[src/rtl/core/chvw_pkg.sv]
// chvw_pkg: shared types and constants of the code histogram vertex weight core
// used by chvw_div and code_histogram_vertex_weights_core; no dependencies
package chvw_pkg;

	// per-code table entry: presence, occurrence count, attention sum or mean
	typedef struct packed {
		logic        present;
		logic [6:0]  cnt;
		logic [21:0] sum;
	} entry_t;

	// register indexes of the configuration channel
	localparam logic [1:0] REG_WEIGHT_COUNT     = 2'd0;
	localparam logic [1:0] REG_WEIGHT_ATTENTION = 2'd1;
	localparam logic [1:0] REG_USE_MEAN         = 2'd2;

	// shared divider geometry
	localparam int DIV_NW = 48;   // numerator bits
	localparam int DIV_DW = 30;   // denominator bits
	localparam int DIV_QB = 22;   // quotient bits produced
	localparam int DIV_CB = 5;    // step counter bits

	// shared multiplier operand width
	localparam int MUL_W = 24;

endpackage

[src/rtl/core/chvw_div.sv]
// chvw_div: iterative restoring divider, one quotient bit a cycle
// depends on chvw_pkg; numerator must be below den shifted up by DIV_QB
module chvw_div
	import chvw_pkg::*;
(
	input  logic              clk,
	input  logic              arst_n,
	input  logic              start,
	input  logic [DIV_NW-1:0] num,
	input  logic [DIV_DW-1:0] den,
	output logic              done,
	output logic [DIV_QB-1:0] quo,
	output logic              rem_nz
);

	logic [DIV_DW-1:0] rem_q;
	logic [DIV_DW-1:0] den_q;
	logic [DIV_QB-1:0] nlow_q;
	logic [DIV_QB-1:0] quo_q;
	logic [DIV_CB-1:0] step_q;
	logic              run_q;
	logic              done_q;
	logic [DIV_DW:0]   trial;
	logic              take;

	assign trial = {rem_q, nlow_q[DIV_QB-1]};
	assign take  = trial >= {1'b0, den_q};

	always_ff @(posedge clk or negedge arst_n) begin
		if (!arst_n) begin
			run_q  <= 1'b0;
			done_q <= 1'b0;
			step_q <= '0;
		end else begin
			done_q <= 1'b0;
			if (start) begin
				run_q  <= 1'b1;
				step_q <= '0;
			end else if (run_q) begin
				step_q <= step_q + 1'b1;
				if (step_q == DIV_CB'(DIV_QB - 1)) begin
					run_q  <= 1'b0;
					done_q <= 1'b1;
				end
			end
		end
	end

	always_ff @(posedge clk) begin
		if (start) begin
			rem_q  <= DIV_DW'(num[DIV_NW-1:DIV_QB]);
			nlow_q <= num[DIV_QB-1:0];
			den_q  <= den;
		end else if (run_q) begin
			rem_q  <= take ? DIV_DW'(trial - {1'b0, den_q}) : trial[DIV_DW-1:0];
			nlow_q <= {nlow_q[DIV_QB-2:0], 1'b0};
			quo_q  <= {quo_q[DIV_QB-2:0], take};
		end
	end

	assign done   = done_q;
	assign quo    = quo_q;
	assign rem_nz = rem_q != '0;

endmodule

[config.mk]
export PLATFORM = sky130hd
export DESIGN_NAME = chvw_div
export DESIGN_NICKNAME = d
export VERILOG_FILES = /design/src/rtl/core/chvw_pkg.sv /design/src/rtl/core/chvw_div.sv
export SDC_FILE = /design/constraint.sdc
export NUM_CORES = 1
export LEC_CHECK = 0
export CORE_MARGIN = 3
export CORE_UTILIZATION = 55
export DETAILED_ROUTE_END_ITERATION = 6
export DONT_BUFFER_PORTS = 1
export HOLD_SLACK_MARGIN = 0.03
export PLACE_DENSITY = 0.7
export SLEW_MARGIN = 20
export SYNTH_ARGS = -nofsm -noshare
export SYNTH_HDL_FRONTEND = slang
export SYNTH_SLANG_ARGS = --single-unit
[constraint.sdc]
create_clock -name clk -period 4.29 [get_ports clk]
set_input_delay 0.2145 -clock clk [delete_from_list [all_inputs] [get_ports clk]]
set_output_delay 0.2145 -clock clk [all_outputs]
set_load 0.03 [all_outputs]
[Word level (Yosys, flattened, before mapping)]
Cells that the tools add are included.
Operators by class
  add/subtract/negate cells: 2
  $lt $le $gt $ge: 1
  bitwise operators: 1
  reduce and logical (&&, ||, !) cells: 3
  muxes and demuxes: 13
  equal/unequal tests: 1
Operator list (count)
  $mux W26: 2
  $mux W22: 2
  $ge A31 B30 Y1: 1
  $mux W30: 1
  $reduce_bool A30 Y1: 1
  $sub A30 B30 Y30: 1
  $mux W5: 2
  $mux W1: 6
  $add A5 B1 Y5 const B: 1
  $eq A5 B5 Y1 const B: 1
  $reduce_and A2 Y1: 1
  $reduce_bool A2 Y1: 1
  $not A1 Y1: 1
Word-level totals
  output and inout port bits: 24
  bits in registers: 111
  input port bits: 81
  word-level logic and storage cells: 29

[Depth between registers and ports, before layout]
  depth in word-level cells: 4
  mapped depth: 14
  gate-level depth less buffers: 12

[Least setup slack after synthesis]
No wires, ideal clock.
  path type: register to register
  from: register den_q[0]
  to: register rem_q[24] (data pin)
  setup time: 0.261 ns
  setup slack: 1.135 ns
  required time: 4.029 ns
  arrival: 2.894 ns
  cell stages (with the launch flop): 12
  buffers on the path: 0
  clock period less this slack: 3.155 ns
  cell sequence: edfxtp_1 -> ha_1 -> fa_1 -> nor2b_1 -> o21a_1 -> a311o_1 -> a311oi_4 -> o311ai_4 -> a31oi_4 -> o31a_2 -> xnor2_1 -> a221o_1
On the way
  longest elaborated chain between the ends: 4
  elaborated cells between the ends (all ways): 5
  those cells by class: 1 x add/sub; 1 x order compare; 3 x mux
RTL lines
  from (decl): RTL line chvw_div.sv:17  | logic [DIV_DW-1:0] den_q;
  from (signal assigned): RTL line chvw_div.sv:53  | den_q <= den;
  $sub A30 B30 Y30 / $ge A31 B30 Y1 (equally long branches): RTL line chvw_div.sv:55, chvw_div.sv:27
  $mux W30 (*): RTL line chvw_div.sv:55  | rem_q <= take ? DIV_DW'(trial - {1'b0, den_q}) : trial[DIV_DW-1:0];
  $mux W26 (*): RTL line chvw_div.sv:54  | end else if (run_q) begin
  $mux W26 (*): RTL line chvw_div.sv:50  | if (start) begin
  to (signal assigned): RTL line chvw_div.sv:51  | rem_q <= DIV_DW'(num[DIV_NW-1:DIV_QB]);
  to (signal assigned): RTL line chvw_div.sv:55
  to (decl): RTL line chvw_div.sv:16  | logic [DIV_DW-1:0] rem_q;
Every way passes the cells marked *; elsewhere a longest branch is shown, timed or not. The select of a mux whose other input is x is not followed.
A chain may end at the register's enable or synchronous reset.

[Final worst setup path]
  from: register rem_q[5]
  to: register rem_q[26]
On the way
  longest elaborated chain between the ends: 2
  elaborated cells between the ends (all ways): 3
  those cells by class: 1 x add/sub; 1 x order compare; 1 x mux
RTL lines (RTL line)
  $sub A30 B30 Y30 / $ge A31 B30 Y1 (equally long branches): chvw_div.sv:55, chvw_div.sv:27
  $mux W30 (*): chvw_div.sv:55
Every way passes the cells marked *; elsewhere a longest branch is shown, timed or not.

==> run_results.csv <==
group,metric,value,unit
final_layout,syn2layout_area_growth,14.5,%
critical_path,cpPeakStageDelay,0.63,ns
clocking,cts_sinks,111,
critical_path,setup.worst_path.class,"flip-flop to flip-flop",
critical_path,cp_top_family,"compound AO/OA/AOI/OAI gates",
sta,fmax,271,MHz
floorplanning,pin_count,105,
floorplanning,fp-row-count,37,
grt,antenna_found_initial,0,
detailed_routing,ant_nets,0,
clocking,clk_latency,0.40,ns
critical_path,cp_cell_sequence,"ha_1 > a211oi_1 > nor2_1 > or3b_1 > a21oi_2 > o211ai_1 > a31oi_1 > o21a_1 > inv_6 > mux2i_1 > a2111oi_2",
sta,tns,0,ns
clocking,numCtsBuffers,9,
critical_path,critPathLaunchType,"flip-flop",
final_layout,layout.nets,699,
clocking,cts_root_buffer,"clkbuf_8",
clocking,cts_tree,"done",
sta,worstMarginPinSlew,0.719,ns
final_layout,drive_above_1_share,8.64,%
synthesis,synth_flop_cell,"edfxtp_1",
synthesis,synth_common_cells,"edfxtp_1 (100), nand2_1 (56), inv_1 (40)",
worst_hold_path,min_to,"rem_q[15]",
grt,grt_pass1_vias,4370,
critical_path,reg2reg_to,"rem_q[26]",
critical_path,crit_buf_inv,1,
place,place.gp.congestion,0.872,
place,port_buffers,0,
detailed_routing,viasPerCell,5.91,
synthesis,synth.most_common_cell,"edfxtp_1",
sta,setup_viol,0,
clocking,h-tree-depth,3,
power_and_ir_drop,finalPower,4060,µW
floorplanning,dieArea,12300,µm²
flow_run,max_cap_violations,0,
critical_path,end_kind,"flip-flop",
final_layout,utilization,65.9,%
detailed_routing,drtIter0Drc,251,
place,dp.cells,650,
critical_path,cp_max_fo,26,
critical_path,regToRegSetupSlack,0.60,ns
clocking,clk_pin_slew,0.11,ns
detailed_routing,via_count,4293,
synthesis,synthArstFlopShare,6.31,%
sta,slew_headroom,52.1,%
floorplanning,start_util,57.6,%
grt,overflow,0,
sta,rsz0062_at_grt,"no",
synthesis,ys_top_cells_by_area,"edfxtp_1 (49%), ha_1 (6.6%), mux2_2 (4.3%)",
synthesis,yosysUniqueCellTypes,55,
grt,grt_usage,21.8,%
critical_path,regToRegStartpoint,"rem_q[5]",
grt,grt_pass1_wl,21500,µm
critical_path,cp_slowest_cell,"o21a_1",
synthesis,netlist_area,6080,µm²
worst_hold_path,whs_path_depth,1,
clocking,cts_setup_buffers,0,
synthesis,yosys_warnings,0,
detailed_routing,drt_first_pass_iters,5,
sta,final_max_slew_viol_count,0,
detailed_routing,wl,13400,µm
floorplanning,core,10600,µm²
detailed_routing,wl_per_cell,18.4,µm
power_and_ir_drop,pwr_density_cell,583,nW/µm²
sta,clock_skew,0.0184,ns
synthesis,syn_nets,649,
detailed_routing,drc,0,
synthesis,syn_area_per_cell,11.4,µm²
floorplanning,die_h,111,µm
synthesis,syn_inst,535,
worst_hold_path,hold_class,"input pin to flip-flop",
sta,final.period_utilization,86.0,%
final_layout,stdcell_count,727,
clocking,ctsResizeCount,0,
clocking,clock_path_buffers,2,
critical_path,worstPathArrival,3.98,ns
critical_path,reg2reg_depth,11,
worst_hold_path,worstHoldStart,"start",
synthesis,synth_top_area_share,49.4,%
synthesis,ys_ff_latch,111,
grt,grt_max_degree,49,
floorplanning,die_w,111,µm
sta,min_period,3.69,ns
place,hpwl,8930,µm
power_and_ir_drop,p_leak,0.00280,µW
status,status,"finished clean",
synthesis,synth_edf_count,100,
power_and_ir_drop,max-vdd-ir-drop,340,µV
sta,finalHoldViolCount,0,
synthesis,synth_top_cell_by_area,"edfxtp_1",
critical_path,required,4.58,ns
synthesis,ys_seq_area_share,53.6,%
through the flow:
stage          hold slack, ns  instance area (µm²)  worst slack [ns]
2_1_floorplan         -0.0811                 6080              1.14
3_3_place_gp          -0.0809                 6160             0.771
3_5_place_dp          -0.0808                 6160             0.669
4_1_cts                0.0315                 6900             0.607
5_1_grt                0.0305                 6960             0.284
6_report               0.0341                 6960             0.599
registers in the layout (all words and copies together) (netlist names):
| signal | count |
|---|---|
| nlow_q | 22 |
| step_q | 5 |
| quo | 22 |
| rem_q | 30 |
| done | 1 |
| run_q | 1 |
| den_q | 30 |
routing by layer:
layer | global-route usage (%) | part of all wire (%) | vias up
met2 | 37.4 | 51 | 113
met4 | 5.35 | 0.93 | 0
met1 | 27.7 | 43 | 2092
met5 | 0 | 0 | -
met3 | 5.57 | 5.3 | 11
li1 | - | - | 2077
power breakdown:
group	switching (µW)	internal, µW
clock	367	230
sequential	198	1420
combinational	1040	797
placed cells by master, fill, tap and decap left out, drive strengths merged, types with 6 or more instances in the layout:
| master | synthesis | final |
|---|---|---|
| mux2i | 7 | 7 |
| o21bai | 6 | 6 |
| nor2 | 37 | 37 |
| a21o | 14 | 14 |
| inv | 41 | 42 |
| a21oi | 28 | 28 |
| nand2 | 56 | 56 |
| nor3 | 6 | 6 |
| dlygate4sd3 | 0 | 59 |
| ha | 32 | 32 |
| nand4 | 9 | 9 |
| clkbuf | 13 | 10 |
| mux2 | 23 | 23 |
| nor4 | 7 | 7 |
| dfrtp | 7 | 7 |
| o21ai | 17 | 17 |
| edfxtp | 100 | 100 |
| nand3 | 6 | 6 |
| xor2 | 11 | 11 |
| xnor2 | 16 | 16 |
| a31oi | 19 | 19 |
| and3 | 12 | 12 |
repair_timing:
action,4_1_cts,5_1_grt
hold buffers,55,5
setup endpoints to repair,0,0
hold endpoints to repair,99,5
cell families after synthesis:
logic type | after synthesis | share of synthesized area (%)
AOI/OAI and AO/OA | 116 | 13.6
DFF | 111 | 53.6
and+or+nand+nor | 153 | 12.1
xor gates and xnor gates | 27 | 3.89
adders and majority gates | 33 | 6.92
buffers and inverters | 65 | 4.49
muxes | 30 | 5.41
worst max path at each step:
stage	start	end	slack, ns	cells after the start
after floorplan	den_q[0]	rem_q[24]	1.14	11
after global placement	rem_q[5]	rem_q[26]	0.77	11
after detailed placement	rem_q[5]	rem_q[26]	0.67	11
after CTS	rem_q[5]	rem_q[26]	0.61	11
after global routing	rem_q[5]	rem_q[26]	0.28	11
final	rem_q[5]	rem_q[26]	0.60	11
final cells by class:
type | count | area (µm²)
diodes | 1 | 2.50
clock inverters | 6 | 43.8
clock buffers | 10 | 138
flip-flops and latches | 111 | 3260
fillers | 840 | 3600
well taps | 136 | 170
multi-input cells | 359 | 2550
repair buffers | 63 | 633
inverters | 41 | 159
Power figures use the tool's default switching activity.
